$ cat config.mk
export PLATFORM = sky130hd
export DESIGN_NAME = led_breathing_status_color_top
export DESIGN_NICKNAME = d
export VERILOG_FILES = /design/src/rtl/lbsc_pkg.sv /design/src/rtl/led_breathing_status_color_top.sv /design/src/rtl/lbsc_ctrl.sv /design/src/rtl/lbsc_dp.sv
export SDC_FILE = /design/constraint.sdc
export NUM_CORES = 1
export LEC_CHECK = 0
export ABC_AREA = 1
export BUFFER_PORTS_ARGS = -buffer_cell sky130_fd_sc_hd__buf_2
export CORE_UTILIZATION = 44
export CTS_BUF_LIST = sky130_fd_sc_hd__clkbuf_4 sky130_fd_sc_hd__clkbuf_8 sky130_fd_sc_hd__clkbuf_16
export CTS_CLUSTER_DIAMETER = 150
export DETAILED_ROUTE_END_ITERATION = 10
export PLACE_DENSITY = 0.58
export SYNTH_ARGS = -nofsm -noshare
export SYNTH_HDL_FRONTEND = slang
export SYNTH_SLANG_ARGS = --single-unit
$ cat constraint.sdc
create_clock -name clk -period 7.9 [get_ports clk]
set_input_delay 0.79 -clock clk [delete_from_list [all_inputs] [get_ports clk]]
set_output_delay 0.79 -clock clk [all_outputs]
set_load 0.02 [all_outputs]
$ cat src/rtl/lbsc_pkg.sv
// Package with shared types, constants and helper functions for the LED breathing color block.
package lbsc_pkg;

  localparam int TIME_BITS = 32;
  localparam int NOW_W = 32;
  localparam int COLOR_W = 8;
  localparam int PERIOD_W = 11;
  localparam int TRI_W = 10;
  localparam int LVL_NUM_W = 18;
  localparam int DIV_W = (TIME_BITS > LVL_NUM_W) ? TIME_BITS : LVL_NUM_W;
  localparam int CNT_W = $clog2(DIV_W + 1);
  localparam int CFG_IDX_W = 2;
  localparam int CFG_DATA_W = 2;
  localparam int FRAME_GAP_MS = 20;

  localparam logic [CFG_IDX_W-1:0] REG_STAGE = 2'd0;
  localparam logic [CFG_IDX_W-1:0] REG_AP_MODE = 2'd1;
  localparam logic [CFG_IDX_W-1:0] REG_SENSOR = 2'd2;

  localparam logic [1:0] STAGE_BOOT = 2'd0;
  localparam logic [1:0] STAGE_CONNECT = 2'd1;
  localparam logic [1:0] SENSOR_PENDING = 2'd0;
  localparam logic [1:0] SENSOR_ERROR = 2'd1;
  localparam logic [1:0] SENSOR_SATURATED = 2'd2;

  typedef enum logic [3:0] {
    ST_IDLE,
    ST_GATE,
    ST_MOD,
    ST_TRI,
    ST_LSTART,
    ST_LDIV,
    ST_LEVEL,
    ST_MUL,
    ST_SCALE,
    ST_CMP,
    ST_EMIT
  } state_t;

  typedef struct packed {
    logic [COLOR_W-1:0]  base_r;
    logic [COLOR_W-1:0]  base_g;
    logic [COLOR_W-1:0]  base_b;
    logic [PERIOD_W-1:0] period;
    logic [COLOR_W-1:0]  lo;
    logic [COLOR_W-1:0]  hi;
    logic                steady;
  } mode_t;

  typedef struct packed {
    logic load_now;
    logic take_frame;
    logic start_mod;
    logic calc_tri;
    logic start_lvl;
    logic set_level;
    logic chan_clear;
    logic mul;
    logic scale;
    logic emit;
  } cmd_t;

  typedef struct packed {
    logic early;
    logic div_busy;
    logic last_chan;
    logic same;
    logic out_busy;
  } stat_t;

  function automatic mode_t mode_select(input logic [1:0] stage, input logic ap_mode,
                                        input logic [1:0] sensor);
    mode_t m;
    m.steady = 1'b0;
    if (stage == STAGE_BOOT) begin
      m.base_r = 8'd0;   m.base_g = 8'd0;   m.base_b = 8'd255;
      m.period = 11'd1800; m.lo = 8'd18; m.hi = 8'd255;
    end else if (stage == STAGE_CONNECT) begin
      m.base_r = 8'd0;   m.base_g = 8'd255; m.base_b = 8'd220;
      m.period = 11'd900;  m.lo = 8'd20; m.hi = 8'd255;
    end else if (sensor == SENSOR_ERROR) begin
      m.base_r = 8'd255; m.base_g = 8'd0;   m.base_b = 8'd0;
      m.period = 11'd1000; m.lo = 8'd16; m.hi = 8'd255;
    end else if (sensor == SENSOR_SATURATED) begin
      m.base_r = 8'd255; m.base_g = 8'd150; m.base_b = 8'd0;
      m.period = 11'd1100; m.lo = 8'd16; m.hi = 8'd255;
    end else if (sensor == SENSOR_PENDING) begin
      m.base_r = 8'd170; m.base_g = 8'd0;   m.base_b = 8'd255;
      m.period = 11'd1400; m.lo = 8'd14; m.hi = 8'd255;
    end else if (ap_mode) begin
      m.base_r = 8'd0;   m.base_g = 8'd85;  m.base_b = 8'd130;
      m.period = 11'd0;    m.lo = 8'd0;  m.hi = 8'd255;
      m.steady = 1'b1;
    end else begin
      m.base_r = 8'd170; m.base_g = 8'd0;   m.base_b = 8'd255;
      m.period = 11'd1500; m.lo = 8'd10; m.hi = 8'd220;
    end
    return m;
  endfunction

  // Exact floor(x / 255) for every product of two 8-bit values.
  function automatic logic [COLOR_W-1:0] div255(input logic [2*COLOR_W-1:0] x);
    logic [2*COLOR_W:0] t;
    t = {1'b0, x} + {9'd0, x[15:8]} + 17'd1;
    return t[15:8];
  endfunction

endpackage

$ cat src/rtl/led_breathing_status_color_top.sv
// Top level of the LED breathing status color generator.
//
// Channel  Direction  Signals                            Payload
// s_*      in         s_tvalid s_tready s_tdata[31:0]    now_ms
// m_*      out        m_tvalid m_tready m_tdata[23:0]    red, green, blue
// cfg_*    in         cfg_valid cfg_ready cfg_index      cfg_data (0 stage, 1 ap_mode,
//                                                        2 sensor_status)
//
// A tick that arrives less than 20 ms after the last frame is dropped.
// A frame runs the serial divider for the modulo and then for the level; the divider
// retires one quotient bit per cycle. A frame whose color is unchanged emits no result.
// Reset clears the configuration, the frame time and the shown color to black.
// A result waits in the output register while the next tick is accepted; a new
// result stalls only while the previous one has not been taken.
module led_breathing_status_color_top import lbsc_pkg::*; (
  input  logic                  clk,
  input  logic                  rst,
  input  logic                  s_tvalid,
  output logic                  s_tready,
  input  logic [NOW_W-1:0]      s_tdata,   // [31:0] now_ms
  output logic                  m_tvalid,
  input  logic                  m_tready,
  output logic [3*COLOR_W-1:0]  m_tdata,   // [7:0] red, [15:8] green, [23:16] blue
  input  logic                  cfg_valid,
  output logic                  cfg_ready,
  input  logic [CFG_IDX_W-1:0]  cfg_index,
  input  logic [CFG_DATA_W-1:0] cfg_data
);

  cmd_t  cmd;
  stat_t stat;

  assign cfg_ready = 1'b1;

  lbsc_ctrl u_ctrl (
    .clk      (clk),
    .rst      (rst),
    .s_tvalid (s_tvalid),
    .s_tready (s_tready),
    .stat     (stat),
    .cmd      (cmd)
  );

  lbsc_dp u_dp (
    .clk       (clk),
    .rst       (rst),
    .cmd       (cmd),
    .stat      (stat),
    .now_ms    (s_tdata),
    .cfg_we    (cfg_valid && cfg_ready),
    .cfg_index (cfg_index),
    .cfg_data  (cfg_data),
    .out_valid (m_tvalid),
    .out_ready (m_tready),
    .out_data  (m_tdata)
  );

endmodule

$ cat src/rtl/lbsc_ctrl.sv
// Controller state machine that sequences the frame gate, divider runs and color scaling.
module lbsc_ctrl import lbsc_pkg::*; (
  input  logic  clk,
  input  logic  rst,
  input  logic  s_tvalid,
  output logic  s_tready,
  input  stat_t stat,
  output cmd_t  cmd
);

  state_t state;
  state_t state_next;

  always_ff @(posedge clk) begin
    if (rst) begin
      state <= ST_IDLE;
    end else begin
      state <= state_next;
    end
  end

  always_comb begin
    state_next = state;
    cmd = '0;
    s_tready = 1'b0;
    case (state)
      ST_IDLE: begin
        s_tready = 1'b1;
        if (s_tvalid) begin
          cmd.load_now = 1'b1;
          state_next = ST_GATE;
        end
      end
      ST_GATE: begin
        if (stat.early) begin
          state_next = ST_IDLE;
        end else begin
          cmd.take_frame = 1'b1;
          state_next = ST_MOD;
        end
      end
      ST_MOD: begin
        if (!stat.div_busy) begin
          state_next = ST_TRI;
        end
      end
      ST_TRI: begin
        cmd.calc_tri = 1'b1;
        state_next = ST_LSTART;
      end
      ST_LSTART: begin
        cmd.start_lvl = 1'b1;
        state_next = ST_LDIV;
      end
      ST_LDIV: begin
        if (!stat.div_busy) begin
          state_next = ST_LEVEL;
        end
      end
      ST_LEVEL: begin
        cmd.set_level = 1'b1;
        cmd.chan_clear = 1'b1;
        state_next = ST_MUL;
      end
      ST_MUL: begin
        cmd.mul = 1'b1;
        state_next = ST_SCALE;
      end
      ST_SCALE: begin
        cmd.scale = 1'b1;
        state_next = stat.last_chan ? ST_CMP : ST_MUL;
      end
      ST_CMP: begin
        state_next = stat.same ? ST_IDLE : ST_EMIT;
      end
      ST_EMIT: begin
        if (!stat.out_busy) begin
          cmd.emit = 1'b1;
          state_next = ST_IDLE;
        end
      end
      default: begin
        state_next = ST_IDLE;
      end
    endcase
    cmd.start_mod = cmd.take_frame;
  end

`ifndef NO_ASSERTIONS
  a_gate_after_accept: assert property (@(posedge clk) disable iff (rst)
    (s_tvalid && s_tready) |=> state == ST_GATE)
    else $error("accepted transaction did not reach the frame gate");
  a_emit_only_when_free: assert property (@(posedge clk) disable iff (rst)
    cmd.emit |-> !stat.out_busy)
    else $error("result loaded while the output register was still held");
  a_early_returns_idle: assert property (@(posedge clk) disable iff (rst)
    (state == ST_GATE && stat.early) |=> s_tready)
    else $error("early tick did not return to idle");
`endif

endmodule

$ cat src/rtl/lbsc_dp.sv
// Datapath with configuration registers, frame timer, serial divider, color scaling and output register.
module lbsc_dp import lbsc_pkg::*; (
  input  logic                     clk,
  input  logic                     rst,
  input  cmd_t                     cmd,
  output stat_t                    stat,
  input  logic [NOW_W-1:0]         now_ms,
  input  logic                     cfg_we,
  input  logic [CFG_IDX_W-1:0]     cfg_index,
  input  logic [CFG_DATA_W-1:0]    cfg_data,
  output logic                     out_valid,
  input  logic                     out_ready,
  output logic [3*COLOR_W-1:0]     out_data
);

  logic [1:0]           stage;
  logic                 ap_mode;
  logic [1:0]           sensor_status;
  logic [TIME_BITS-1:0] now_q;
  logic [TIME_BITS-1:0] last_frame_time;
  logic [TIME_BITS-1:0] gap;
  mode_t                mode_now;
  mode_t                mode_q;
  logic [DIV_W-1:0]     dvd;
  logic [PERIOD_W-1:0]  divisor;
  logic [PERIOD_W-1:0]  rem;
  logic [COLOR_W-1:0]   quo;
  logic [CNT_W-1:0]     div_cnt;
  logic [PERIOD_W:0]    rem_shift;
  logic                 rem_ge;
  logic [PERIOD_W-1:0]  half;
  logic [PERIOD_W-1:0]  tri_wide;
  logic [LVL_NUM_W-1:0] prod;
  logic [TRI_W-1:0]     half_q;
  logic [COLOR_W-1:0]   lvl;
  logic [1:0]           chan;
  logic [COLOR_W-1:0]   base_sel;
  logic [2*COLOR_W-1:0] mul_q;
  logic [COLOR_W-1:0]   color [3];
  logic [COLOR_W-1:0]   shown [3];
  logic [COLOR_W:0]     lvl_sum;

  always_ff @(posedge clk) begin
    if (rst) begin
      stage <= '0;
      ap_mode <= 1'b0;
      sensor_status <= '0;
    end else if (cfg_we) begin
      case (cfg_index)
        REG_STAGE:   stage <= cfg_data[1:0];
        REG_AP_MODE: ap_mode <= cfg_data[0];
        REG_SENSOR:  sensor_status <= cfg_data[1:0];
        default: ;
      endcase
    end
  end

  assign mode_now = mode_select(stage, ap_mode, sensor_status);

  always_ff @(posedge clk) begin
    if (cmd.load_now) begin
      now_q <= TIME_BITS'(now_ms);
    end
    if (cmd.take_frame) begin
      mode_q <= mode_now;
    end
  end

  always_ff @(posedge clk) begin
    if (rst) begin
      last_frame_time <= '0;
    end else if (cmd.take_frame) begin
      last_frame_time <= now_q;
    end
  end

  assign gap = now_q - last_frame_time;

  assign rem_shift = {rem, dvd[DIV_W-1]};
  assign rem_ge = rem_shift >= {1'b0, divisor};

  always_ff @(posedge clk) begin
    if (rst) begin
      div_cnt <= '0;
    end else if (cmd.start_mod) begin
      div_cnt <= CNT_W'(TIME_BITS);
    end else if (cmd.start_lvl) begin
      div_cnt <= CNT_W'(LVL_NUM_W);
    end else if (div_cnt != '0) begin
      div_cnt <= div_cnt - 1'b1;
    end
  end

  always_ff @(posedge clk) begin
    if (cmd.start_mod) begin
      dvd <= DIV_W'(now_q) << (DIV_W - TIME_BITS);
      divisor <= mode_now.period;
      rem <= '0;
    end else if (cmd.start_lvl) begin
      dvd <= DIV_W'(prod) << (DIV_W - LVL_NUM_W);
      divisor <= PERIOD_W'(half_q);
      rem <= '0;
    end else if (div_cnt != '0) begin
      dvd <= dvd << 1;
      rem <= rem_ge ? PERIOD_W'(rem_shift - {1'b0, divisor}) : rem_shift[PERIOD_W-1:0];
      quo <= {quo[COLOR_W-2:0], rem_ge};
    end
  end

  assign half = mode_q.period >> 1;
  assign tri_wide = (rem <= half) ? rem : (mode_q.period - rem);

  always_ff @(posedge clk) begin
    if (cmd.calc_tri) begin
      prod <= LVL_NUM_W'(mode_q.hi - mode_q.lo) * LVL_NUM_W'(tri_wide[TRI_W-1:0]);
      half_q <= half[TRI_W-1:0];
    end
  end

  assign lvl_sum = {1'b0, mode_q.lo} + {1'b0, quo};

  always_ff @(posedge clk) begin
    if (cmd.set_level) begin
      lvl <= lvl_sum[COLOR_W-1:0];
    end
  end

  always_comb begin
    case (chan)
      2'd0: base_sel = mode_q.base_r;
      2'd1: base_sel = mode_q.base_g;
      default: base_sel = mode_q.base_b;
    endcase
  end

  always_ff @(posedge clk) begin
    if (rst) begin
      chan <= '0;
    end else if (cmd.chan_clear) begin
      chan <= '0;
    end else if (cmd.scale) begin
      chan <= chan + 1'b1;
    end
  end

  always_ff @(posedge clk) begin
    if (cmd.mul) begin
      mul_q <= base_sel * lvl;
    end
    if (cmd.scale) begin
      color[chan] <= mode_q.steady ? base_sel : div255(mul_q);
    end
  end

  always_ff @(posedge clk) begin
    if (rst) begin
      shown[0] <= '0;
      shown[1] <= '0;
      shown[2] <= '0;
      out_valid <= 1'b0;
    end else if (cmd.emit) begin
      shown[0] <= color[0];
      shown[1] <= color[1];
      shown[2] <= color[2];
      out_valid <= 1'b1;
    end else if (out_ready) begin
      out_valid <= 1'b0;
    end
  end

  always_ff @(posedge clk) begin
    if (cmd.emit) begin
      out_data <= {color[2], color[1], color[0]};
    end
  end

  always_comb begin
    stat.early = gap < TIME_BITS'(FRAME_GAP_MS);
    stat.div_busy = div_cnt != '0;
    stat.last_chan = chan == 2'd2;
    stat.same = (color[0] == shown[0]) && (color[1] == shown[1]) && (color[2] == shown[2]);
    stat.out_busy = out_valid && !out_ready;
  end

`ifndef NO_ASSERTIONS
  a_div_start_idle: assert property (@(posedge clk) disable iff (rst)
    (cmd.start_mod || cmd.start_lvl) |-> div_cnt == '0)
    else $error("divider restarted while still running");
  a_level_floor: assert property (@(posedge clk) disable iff (rst)
    (cmd.set_level && !mode_q.steady) |=> lvl >= mode_q.lo)
    else $error("breathing level fell below the mode minimum");
  a_emit_valid: assert property (@(posedge clk) disable iff (rst)
    cmd.emit |=> out_valid && (out_data == {shown[2], shown[1], shown[0]}))
    else $error("emitted color does not match the shown color");
`endif

endmodule
; ---- Word level (Yosys, flattened, before mapping)
; Memories as Yosys holds them, arrays and structs flattened.
; Index checks and enable logic that the tools add are counted.
[word_totals]
ff_bits = 272
ram_bits = 48
input_bits = 41
output_inout_bits = 27
word_cells = 152
n_memories = 2
[mem_list]
columns = name, words, width, rd, rd_ports_with_merged_regs, write_ports, line
row1 = u_dp.color, 3, 8, 3, 0, 1, lbsc_dp.sv:39  ; logic [COLOR_W-1:0] color [3];
row2 = u_dp.shown, 3, 8, 3, 0, 3, lbsc_dp.sv:40  ; logic [COLOR_W-1:0] shown [3];
[classes]
n_addsub = 9
multipliers = 2
n_lt_le_gt_ge = 3
eq_ne = 24
mux = 51
bitwise_logic = 5
reduce_logical = 26
[ops]
columns = operator, n
row1 = 2-to-1 mux 51 bit, 4
row2 = 2-to-1 mux 32 bit, 3
row3 = one-hot mux 4 bit (11 select lines), 1
row4 = 2-to-1 mux 43 bit, 1
row5 = 2-to-1 mux 11 bit, 3
row6 = "< comparator 32 x 5 -> 1 bit, second input constant", 1
row7 = 2-to-1 mux 8 bit, 4
row8 = subtractor 32 bit, 1
row9 = 2-to-1 mux 27 bit, 1
row10 = equality test 8 bit, 3
row11 = 2-to-1 mux 4 bit, 6
row12 = 2-to-1 mux 1 bit, 21
row13 = multiplier 18 x 10 -> 18 bit, 1
row14 = 2-to-1 mux 6 bit, 3
row15 = "adder 16 x 1 -> 16 bit, second input constant", 1
row16 = adder 16 x 8 -> 16 bit, 1
row17 = "equality test 4 x 3 -> 1 bit, second input constant", 4
row18 = multiplier 8 x 8 -> 16 bit, 1
row19 = one-hot mux 8 bit (2 select lines), 1
row20 = "equality test 4 bit, second input constant", 3
row21 = >= comparator 12 x 11 -> 1 bit, 1
row22 = <= comparator 11 x 10 -> 1 bit, 1
row23 = subtractor 11 bit, 1
row24 = 2-to-1 mux 10 bit, 1
row25 = 27 further kinds, 52

; ---- Longest topological paths before layout
; Gate-level depths: netlist of run 1.
[logic_depth]
word_depth = 8
depth_mapped = 36
ltp_nobuf = 35

; ---- Cells and area by module
; Synthesis of run 1 repeated with hierarchy kept, for this count alone.
[unflattened]
hier_cells = 2202
area_unflattened_um2 = 19326.0
[by_module_without_submodules]
columns = module, n_inst, cells_per_inst, area_each_um2, seq_area_each_um2
row1 = lbsc_dp, 1, 2134, 18958.2, 8017.7
row2 = lbsc_ctrl, 1, 66, 356.6, 80.1
row3 = led_breathing_status_color_top, 1, 2, 11.3, 0.0

; ---- Worst setup path before layout of run 1
; OpenSTA, ideal clock, no wires.
[synth_timing]
path_type = reg2reg
start = register u_dp.mode_q (netlist bit u_dp.half[2])
end = register u_dp.prod[17] (data pin)
setup_ns = 0.260
arrival_time_ns = 6.029
required_ns = 7.640
setup_slack_ns = 1.612
path_stages_with_launch = 37
n_path_buf = 1
synth_period_minus_slack_ns = 6.288
path_cell_list = edfxtp_1 > inv_1 > ha_1 > inv_1 > nor2_1 > nor2_1 > nor2_1 > a211oi_1 > o21a_1 > o21ai_0 > nand2_1 > nand2_1 > nand2_1 > inv_1 > buf_2 > nand2_1 > o21ai_0 > inv_1 > nand2_1 > fa_1 > inv_1 > fa_1 > ha_1 > fa_1 > inv_1 > fa_1 > inv_1 > ha_1 > inv_1 > nor3_1 > nand2_1 > o211ai_1 > nand3_1 > a31oi_1 > a31oi_1 > o21ai_0 > xnor2_1
[synth_between]
elab_chain_cells = 3
word_cells_on_any_way = 4
cone_classes = add/sub (1) / mul (1) / order compare (1) / mux (1)
[synth_rtl]
columns = item, line
row1 = start: declaration, lbsc_dp.sv:23  ; mode_t mode_q;
row2 = start signal: assignment, lbsc_dp.sv:65  ; mode_q <= mode_now;
row3 = subtractor 10 bit or <= comparator 11 x 10 -> 1 bit (tied branches), lbsc_dp.sv:111  ; assign tri_wide = (rem <= half) ? rem : (mode_q.period - rem);
row4 = 2-to-1 mux 10 bit (*), lbsc_dp.sv:111
row5 = multiplier 18 x 10 -> 18 bit (*), lbsc_dp.sv:115  ; prod <= LVL_NUM_W'(mode_q.hi - mode_q.lo) * LVL_NUM_W'(tri_wide[TRI_W-1:0]);
row6 = end signal: assignment, lbsc_dp.sv:115
row7 = end: declaration, lbsc_dp.sv:33  ; logic [LVL_NUM_W-1:0] prod;
; Mark *: on every way between the ends. The rest lies on a longest branch, timed or not.
; A chain may end at the register's enable or synchronous reset.

; ---- Worst setup path in the final report of run 1
[layout_timing]
start = register u_dp.rem[1]
end = register u_dp.prod[17] (data pin)
[layout_between]
elab_chain_cells = 3
word_cells_on_any_way = 4
cone_classes = add/sub (1) / mul (1) / order compare (1) / mux (1)
[layout_rtl]
columns = item, line
row1 = start: declaration, lbsc_dp.sv:26  ; logic [PERIOD_W-1:0] rem;
row2 = start signal: assignment, lbsc_dp.sv:105  ; rem <= rem_ge ? PERIOD_W'(rem_shift - {1'b0, divisor}) : rem_shift[PERIOD_W-1:0];
row3 = subtractor 10 bit or <= comparator 11 x 10 -> 1 bit (tied branches), lbsc_dp.sv:111
row4 = 2-to-1 mux 10 bit (*), lbsc_dp.sv:111
row5 = multiplier 18 x 10 -> 18 bit (*), lbsc_dp.sv:115
; Marks and branches as above.

==> results.json, run 1 <==
{
  "status": "complete, no violations",
  "routedWlPerCell_um": 14.5,
  "reg2reg_to": "u_dp.prod[17]$_DFFE_PP_",
  "grt_use_met1_pct": 26.4,
  "drt_iter0_drc": 956,
  "crit_slowest_cell": "fa_1",
  "cts_resized": 0,
  "hold_path.class": "in -> reg",
  "cts_root_buf": "clkbuf_16",
  "fp.coreArea_um2": 43400,
  "first_global_vias": 14360,
  "dieHeight_um": 212,
  "syn2layout_area_growth_pct": 11.1,
  "start_util_pct": 44.9,
  "dp_cells": 2883,
  "r2r_slack_ns": 0.97,
  "rr_worst_depth": 33,
  "rows": 76,
  "cp.arrival_ns": 7.21,
  "fmaxAchievable_ghz": 0.144,
  "path_class": "reg -> reg",
  "drive_gt1_share_pct": 7.63,
  "cp-endpoint": "u_dp.prod[17]$_DFFE_PP_",
  "ys_ff_latch": 290,
  "dp_hpwl_um": 33500,
  "via_per_inst": 4.87,
  "top_usage_layer": "met2",
  "yosysSeqAreaShare_pct": 41.6,
  "fin_crit_sh_pct": 87.7,
  "synthCells": 2253,
  "die_x_um": 212,
  "crit_top_cell": "inv_1",
  "top_level_ports": 68,
  "num_antenna_cells": 0,
  "synth_compound_area_share_pct": 7.43,
  "tightestPinTransition_ns": 1.16,
  "synth-xor-area-share_pct": 3.51,
  "startpoint": "u_dp.rem[1]$_SDFFE_PP0N_",
  "drc": 0,
  "final_area_um2": 21600,
  "synth_area_per_cell_um2": 8.64,
  "io_buffers": 66,
  "vias": 14329,
  "rsz0062_at_grt": "false",
  "gp_congestion": 0.930,
  "critPathBufInv": 7,
  "finalSetupViolCount": 0,
  "clock_path_buffers": 3,
  "grt_use_met3_pct": 3.46,
  "fin_skew_ns": 0.0170,
  "synth_top_area_cell": "edfxtp_1",
  "min_period_ns": 6.93,
  "instances_no_fill": 2945,
  "cts_sinks": 290,
  "use_met2_pct": 33.6,
  "start_kind": "register",
  "cts_buffers": 34,
  "dr.pass1.iters": 5,
  "postRouteAntennaNets": 0,
  "synth_top_cell_area_share_pct": 35.3,
  "drt-total-wl_um": 42700,
  "path_depth": 33,
  "synth_top_family_by_area": "adder cells",
  "insertion_delay_ns": 0.55,
  "nNetsFinal": 2625,
  "slew_headroom_pct": 22.6,
  "path_clk_slew_ns": 0.06,
  "endpoint_kind": "register",
  "tns_ns": 0,
  "fp.dieArea_um2": 45100,
  "grt_pass1_wl_um": 71400,
  "finalMaxSlewViolations": 0,
  "synth_adder_area_share_pct": 19.3,
  "yosys.area_share.simple_pct": 18.8,
  "h-tree-depth": 2,
  "hold_viol": 0,
  "synth-edff-count": 229,
  "muxShareOfSynthArea_pct": 0,
  "yosysWarnings": 0,
  "ys.flop_type": "edfxtp_1",
  "cts_setup_buffers": 0,
  "grt.total_usage_pct": 20.1,
  "cp_slowest_stage_delay_ns": 0.54,
  "synth.net_count": 2544,
  "antenna_found_initial": 1,
  "required_ns": 8.18,
  "grt_max_degree": 51,
  "synthesis.area_um2": 19500,
  "utilization_pct": 49.8,
  "hold_buffers": 0,
  "drv_cap": 0,
  "overflow": 0,
  "worstReg2RegStart": "u_dp.rem[1]$_SDFFE_PP0N_",
  "cts_tree": "built",
  "cp_max_fo": 14,
  "postPlaceCellArea_um2": 20400,
  "cpLargestDelayFamily": "adder cells",
  "ys_async_sr_fraction_pct": 0,
  "synthDistinctLibCells": 45,
  "yosys-top-cells-area": "edfxtp_1, ha_1, nand2_1, fa_1, inv_1"
}
## registers in the layout (all words and copies together) (netlist names), 2 cells and up
| register | count |
|---|---|
| u_dp.dvd | 32 |
| u_dp.shown | 24 |
| u_dp.lvl | 8 |
| u_dp.half | 9 |
| u_dp.mul_q | 16 |
| u_dp.div_cnt | 6 |
| u_dp.chan | 2 |
| u_dp.sensor_status | 2 |
| u_dp.stage | 2 |
| u_dp.rem | 11 |
| u_dp.divisor | 10 |
| u_dp.out_data | 24 |
| u_dp.last_frame_time | 32 |
| u_dp.quo | 8 |
| u_dp.mode_q | 15 |
| u_ctrl.state | 4 |
| u_dp.color | 24 |
| u_dp.half_q | 9 |
| u_dp.prod | 18 |
| u_dp.now_q | 32 |
## layout by cell type (no fill, tap or decap), types with 4 or more instances in the layout
cell type,n
edfxtp_1,229
xnor2_1,21
clkbuf_8,5
fa_1,83
a21oi_1,123
xor2_1,57
ha_1,167
a31oi_1,6
clkinvlp_4,4
buf_4,11
o22ai_1,4
nor2_2,4
o21ai_1,24
clkbuf_16,35
clkinv_2,5
dfxtp_1,61
nand3_1,57
inv_1,429
nand4_1,13
a211oi_1,5
nand2_1,543
nand3b_1,7
o21bai_1,10
buf_2,66
nor4_1,7
a21o_1,4
o211ai_1,15
or2_2,25
o21ai_0,56
nor3_2,5
nor3_1,11
nor2_1,232
inv_2,4
## cells by family after synthesis
family	Yosys count
other	1
flip-flops	290
AO/OA/AOI/OAI	261
adder cells (fa/ha/maj)	250
buffers and inverters	466
AND/OR/NAND/NOR	907
XOR/XNOR	78
## worst min path at each step
stage	depth (start not counted)	slack, ns	endpoint	from
2_1_floorplan	0	0.42	u_dp.lvl[0]$_DFFE_PP_	u_dp.quo[0]$_DFFE_PP_
4_1_cts	1	0.39	u_dp.now_q[31]$_DFFE_PP_	s_tdata[31]
3_3_place_gp	0	0.44	u_dp.half_q[9]$_DFFE_PP_	u_dp.half[9]$_DFFE_PP_
6_report	1	0.42	u_dp.now_q[5]$_DFFE_PP_	s_tdata[5]
3_5_place_dp	0	0.44	u_dp.half_q[9]$_DFFE_PP_	u_dp.half[9]$_DFFE_PP_
5_1_grt	1	0.39	u_dp.now_q[5]$_DFFE_PP_	s_tdata[5]
## synthesized netlist by cell type (15+ instances only)
cell type,count
a21oi_1,123
clkbuf_1,17
dfxtp_1,61
edfxtp_1,229
fa_1,83
ha_1,167
inv_1,429
nand2_1,543
nand3_1,57
nor2_1,233
nor3_1,15
o211ai_1,15
o21ai_0,57
o21ai_1,24
or2_2,25
xnor2_1,21
xor2_1,57
## stage by stage
| step | hold slack (ns) | worst slack, ns |
|---|---|---|
| after global routing | 0.388 | 0.262 |
| after detailed placement | 0.445 | 0.979 |
| after global placement | 0.436 | 1.09 |
| after CTS | 0.391 | 0.972 |
| final | 0.415 | 0.971 |
| after floorplan | 0.421 | 1.61 |
## layer usage
metal	vias to the layer above	part of all wire [%]
met5	-	0
met2	241	46
li1	7344	-
met1	6679	47
met3	65	4.0
met4	0	2.6
## final cells by class
type | count | area (um2)
multi-input combinational | 1497 | 9570
sequential | 290 | 8100
clock buffer | 43 | 967
clock inverter | 19 | 208
inverter | 434 | 1630
fill | 4190 | 21700
timing repair buffer | 77 | 413
tap | 585 | 732
Power of run 1 is not shown: default switching activity piles up to over one toggle a cycle in this logic, so the estimate is an artifact.
==> run 2, diff against run 1 <==
--- a/config.mk
+++ b/config.mk
@@ -7,11 +7,11 @@
 export LEC_CHECK = 0
 export ABC_AREA = 1
 export BUFFER_PORTS_ARGS = -buffer_cell sky130_fd_sc_hd__buf_2
+export CORE_MARGIN = 2
 export CORE_UTILIZATION = 44
 export CTS_BUF_LIST = sky130_fd_sc_hd__clkbuf_4 sky130_fd_sc_hd__clkbuf_8 sky130_fd_sc_hd__clkbuf_16
 export CTS_CLUSTER_DIAMETER = 150
 export DETAILED_ROUTE_END_ITERATION = 10
-export PLACE_DENSITY = 0.58
 export SYNTH_ARGS = -nofsm -noshare
 export SYNTH_HDL_FRONTEND = slang
 export SYNTH_SLANG_ARGS = --single-unit
==> constraint.sdc (replaced) <==
create_clock -name clk -period 8 [get_ports clk]
set_input_delay 0.8 -clock clk [delete_from_list [all_inputs] [get_ports clk]]
set_output_delay 0.8 -clock clk [all_outputs]
set_load 0.02 [all_outputs]
==> run 2 against run 1 <==
  * First-iteration DRC count is 6.7% lower
  * Worst hold slack better by 0.040 ns
  * Critical path depth stayed put
  * Non-clock buffer count is 1 lower
  * Fmax is 0.54% higher
  * Critical path type unchanged
==> results.json, run 2 (same netlist as run 1, synthesis figures left out) <==
{
  "status": "complete, no violations",
  "hold_buffers": 0,
  "pre_cts_ws_ns": 1.06,
  "grt_pass1_wl_um": 72400,
  "hold_viol": 0,
  "min_period_ns": 6.89,
  "drv_cap": 0,
  "final_common_cell": "nand2_1",
  "slew_headroom_pct": 20.7,
  "crit_slowest_cell": "fa_1",
  "grt_max_degree": 47,
  "vias": 14468,
  "drt_iter0_drc": 892,
  "start_kind": "register",
  "fin_crit_sh_pct": 86.1,
  "dp_hpwl_um": 33100,
  "cts_resized": 0,
  "crit_top_cell": "inv_1",
  "fp.dieArea_um2": 45900,
  "num_antenna_cells": 0,
  "rsz0062_at_grt": "false",
  "cts_tree": "built",
  "tns_ns": 0,
  "cp_max_fo": 14,
  "via_per_inst": 4.90,
  "hold_end": "u_dp.now_q[9]$_DFFE_PP_",
  "worstReg2RegStart": "u_dp.rem[1]$_SDFFE_PP0N_",
  "required_ns": 8.26,
  "postRouteAntennaNets": 0,
  "tightestPinTransition_ns": 1.19,
  "reg2reg_to": "u_dp.prod[17]$_DFFE_PP_",
  "dr.pass1.iters": 5,
  "finalSetupViolCount": 0,
  "overflow": 0,
  "top_regs": "u_dp.dvd (32), u_dp.last_frame_time (32), u_dp.now_q (32)",
  "nFillCells": 4216,
  "syn2layout_area_growth_pct": 11.1,
  "cp_slowest_stage_delay_ns": 0.54,
  "grt.total_usage_pct": 19.2,
  "antenna_found_initial": 0,
  "die_x_um": 214,
  "routedWlPerCell_um": 14.5,
  "drt-total-wl_um": 42800,
  "cts_buffers": 34,
  "cts_sinks": 290,
  "dieHeight_um": 214,
  "fmaxAchievable_ghz": 0.145,
  "rows": 77,
  "layout_common_cells": "nand2_1, inv_1, nor2_1",
  "min_path_cells": 1,
  "path_class": "reg -> reg",
  "cts_setup_buffers": 0,
  "drc": 0,
  "rr_worst_depth": 33,
  "finalMaxSlewViolations": 0,
  "hold_path.class": "in -> reg",
  "endpoint_kind": "register",
  "gp_congestion": 0.920,
  "cts_root_buf": "clkbuf_16",
  "start_util_pct": 44.3,
  "setup_slack_ns": 1.11,
  "nNetsFinal": 2624,
  "top_level_ports": 68,
  "hold_start": "s_tdata[9]",
  "h-tree-depth": 2,
  "drive_gt1_share_pct": 7.67,
  "r2r_slack_ns": 1.11,
  "fp.coreArea_um2": 43900,
  "io_buffers": 66,
  "cp.arrival_ns": 7.15,
  "insertion_delay_ns": 0.52,
  "first_global_vias": 14812,
  "clock_path_buffers": 3,
  "path_clk_slew_ns": 0.06,
  "fin_skew_ns": 0.0206
}
-- run 2: routing by layer --
layer  track usage (%)  share of wire [%]  up-vias
met2              33.3                 47      269
met4              5.81                2.4        0
met1              25.1                 47     6780
li1                  -                  -     7353
met5                 0                  0        -
met3              2.71                4.1       66
-- run 2: layout make-up --
type                            count  area (um2)  area share [%]
Tap cell                          592         741            3.43
Inverter                          434        1630            7.54
Clock buffer                       51        1010            4.67
Timing Repair Buffer               76         405            1.88
Clock inverter                     11         159           0.735
Sequential cell                   290        8100            37.5
Multi-Input combinational cell   1497        9570            44.3
-- run 2: per-stage QoR --
step / cell area, um2 / hold WS, ns / instances / utilization (%)
finish: 21600 / 0.455 / 2951 / 49.2
detailed placement: 20400 / 0.447 / 2889 / 46.5
global placement: 20400 / 0.436 / 2889 / 46.5
global route: 21600 / 0.436 / 2951 / 49.2
floorplan: 19500 / 0.421 / 2253 / -
CTS: 21600 / 0.432 / 2951 / 49.2
-- run 2: how the worst max path moves through the flow --
stage / depth (start not counted) / slack [ns] / to / startpoint
2_1_floorplan: 36 / 1.71 / u_dp.prod[17]$_DFFE_PP_ / u_dp.half[2]$_DFFE_PP_
3_3_place_gp: 32 / 1.21 / u_dp.prod[17]$_DFFE_PP_ / u_dp.half[2]$_DFFE_PP_
3_5_place_dp: 32 / 1.06 / u_dp.prod[17]$_DFFE_PP_ / u_dp.half[2]$_DFFE_PP_
4_1_cts: 32 / 1.05 / u_dp.prod[17]$_DFFE_PP_ / u_dp.half[2]$_DFFE_PP_
5_1_grt: 33 / 0.33 / u_dp.prod[17]$_DFFE_PP_ / u_dp.rem[1]$_SDFFE_PP0N_
6_report: 33 / 1.11 / u_dp.prod[17]$_DFFE_PP_ / u_dp.rem[1]$_SDFFE_PP0N_
-- run 2: worst max-delay path: cells and delay by family (launching register included) --
kind            cells  cell delay (ns)
buf+inv             7             0.92
fa+ha+maj           7             2.95
flops               1             0.38
compound gates      8             1.33
simple gates       10             0.97
xor+xnor            1             0.10
Power of run 2 is left out for the same reason.
==> run 3, diff against run 2 <==
--- a/config.mk
+++ b/config.mk
@@ -9,9 +9,10 @@
 export BUFFER_PORTS_ARGS = -buffer_cell sky130_fd_sc_hd__buf_2
 export CORE_MARGIN = 2
 export CORE_UTILIZATION = 44
-export CTS_BUF_LIST = sky130_fd_sc_hd__clkbuf_4 sky130_fd_sc_hd__clkbuf_8 sky130_fd_sc_hd__clkbuf_16
+export CTS_BUF_LIST = sky130_fd_sc_hd__clkbuf_8 sky130_fd_sc_hd__clkbuf_16
 export CTS_CLUSTER_DIAMETER = 150
 export DETAILED_ROUTE_END_ITERATION = 10
+export SLEW_MARGIN = 20
 export SYNTH_ARGS = -nofsm -noshare
 export SYNTH_HDL_FRONTEND = slang
 export SYNTH_SLANG_ARGS = --single-unit
==> run 3 against run 2 <==
  * Non-clock buffer count unchanged
  * Sequential cell count unchanged
  * Critical endpoint unchanged
  * Global-route usage about the same
  * Critical path depth up 1
  * Critical path type unchanged
  * Final cell count about the same
  * Routed wire length down 0.14%
  * Utilization about the same
  * Highest routed layer unchanged
  * Largest cell class unchanged
==> results.json, run 3 (same netlist as run 1, synthesis figures left out) <==
{
  "min_period_ns": 6.95,
  "vias": 14499,
  "endpoint_kind": "register",
  "cts_resized": 0,
  "cts_sinks": 290,
  "h-tree-depth": 2,
  "nNetsFinal": 2625,
  "pre_cts_ws_ns": 1.06,
  "hold_start": "s_tdata[7]",
  "insertion_delay_ns": 0.53,
  "finalSetupViolCount": 0,
  "cp_slowest_stage_delay_ns": 0.54,
  "min_path_cells": 1,
  "cp.arrival_ns": 7.21,
  "fmaxAchievable_ghz": 0.144,
  "rsz0062_at_grt": "false",
  "drt_iter0_drc": 908,
  "slew_headroom_pct": 28.7,
  "num_antenna_cells": 0,
  "cts_root_buf": "clkbuf_16",
  "path_class": "reg -> reg",
  "cts_tree": "built",
  "hold_viol": 0,
  "grt.total_usage_pct": 19.3,
  "drive_gt1_share_pct": 7.24,
  "status": "complete, no violations",
  "io_buffers": 66,
  "cp_max_fo": 14,
  "dr.pass1.iters": 5,
  "drt-total-wl_um": 42800,
  "worstReg2RegStart": "u_dp.half[2]$_DFFE_PP_",
  "drv_cap": 0,
  "cts_buffers": 35,
  "rows": 77,
  "rr_worst_depth": 34,
  "fp.coreArea_um2": 43900,
  "fin_skew_ns": 0.0171,
  "dp_hpwl_um": 33100,
  "syn2layout_area_growth_pct": 11.1,
  "finalMaxSlewViolations": 0,
  "top_level_ports": 68,
  "hold_path.class": "in -> reg",
  "via_per_inst": 4.91,
  "hold_end": "u_dp.now_q[7]$_DFFE_PP_",
  "fin_crit_sh_pct": 86.9,
  "top_regs": "u_dp.dvd (32), u_dp.last_frame_time (32), u_dp.now_q (32)",
  "required_ns": 8.26,
  "hold_buffers": 0,
  "start_util_pct": 44.3,
  "overflow": 0,
  "tns_ns": 0,
  "fp.dieArea_um2": 45900,
  "drc": 0,
  "clock_path_buffers": 3,
  "grt_pass1_wl_um": 72600,
  "routedWlPerCell_um": 14.5,
  "dieHeight_um": 214,
  "crit_top_cell": "inv_1",
  "first_global_vias": 14745,
  "start_kind": "register",
  "final_common_cell": "nand2_1",
  "reg2reg_to": "u_dp.prod[17]$_DFFE_PP_",
  "path_clk_slew_ns": 0.06,
  "layout_common_cells": "nand2_1, inv_1, nor2_1",
  "postRouteAntennaNets": 0,
  "die_x_um": 214,
  "crit_slowest_cell": "fa_1",
  "gp_congestion": 0.920,
  "r2r_slack_ns": 1.05,
  "antenna_found_initial": 0,
  "cts_setup_buffers": 0,
  "grt_max_degree": 47,
  "tightestPinTransition_ns": 1.06,
  "setup_slack_ns": 1.05
}
run 3: how the worst max path moves through the flow:
| stage | from | to | slack (ns) | depth (start not counted) |
|---|---|---|---|---|
| after detailed placement | u_dp.rem[2]$_SDFFE_PP0N_ | u_dp.prod[17]$_DFFE_PP_ | 1.06 | 31 |
| after global placement | u_dp.half[2]$_DFFE_PP_ | u_dp.prod[17]$_DFFE_PP_ | 1.21 | 32 |
| after global routing | u_dp.rem[1]$_SDFFE_PP0N_ | u_dp.prod[17]$_DFFE_PP_ | 0.35 | 33 |
| after CTS | u_dp.rem[2]$_SDFFE_PP0N_ | u_dp.prod[17]$_DFFE_PP_ | 1.04 | 31 |
| final | u_dp.half[2]$_DFFE_PP_ | u_dp.prod[17]$_DFFE_PP_ | 1.05 | 34 |
| after floorplan | u_dp.half[2]$_DFFE_PP_ | u_dp.prod[17]$_DFFE_PP_ | 1.71 | 36 |
run 3: critical path: cells and delay by family, from the launching register on:
| family | cells | cell delay [ns] |
|---|---|---|
| fa+ha+maj | 7 | 2.80 |
| xor+xnor | 1 | 0.10 |
| flops | 1 | 0.41 |
| buf+inv | 8 | 0.80 |
| simple gates | 10 | 0.94 |
| compound gates | 8 | 1.64 |
run 3: routing by layer:
layer	vias to the layer above	wire length [um]	track usage [%]
met4	0	916	5.19
met2	298	20300	33.5
met5	-	0	0
met3	64	1720	2.70
li1	7348	-	-
met1	6789	19900	25.3
run 3: cell type report:
cell class                 count  area (um2)
multi-input combinational   1497        9570
clock inverter                27         260
clock buffer                  37         915
tap                          592         741
fill                        4227       22300
sequential                   290        8100
timing repair buffer          76         405
inverter                     434        1630
run 3: per-stage QoR:
step / cell area (um2) / utilization (%) / hold WS [ns] / cells
2_1_floorplan: 19500 / - / 0.421 / 2253
3_3_place_gp: 20400 / 46.5 / 0.436 / 2889
3_5_place_dp: 20400 / 46.5 / 0.448 / 2889
4_1_cts: 21600 / 49.2 / 0.414 / 2953
5_1_grt: 21600 / 49.2 / 0.421 / 2953
6_report: 21600 / 49.2 / 0.442 / 2953
Power of run 3 is left out for the same reason.
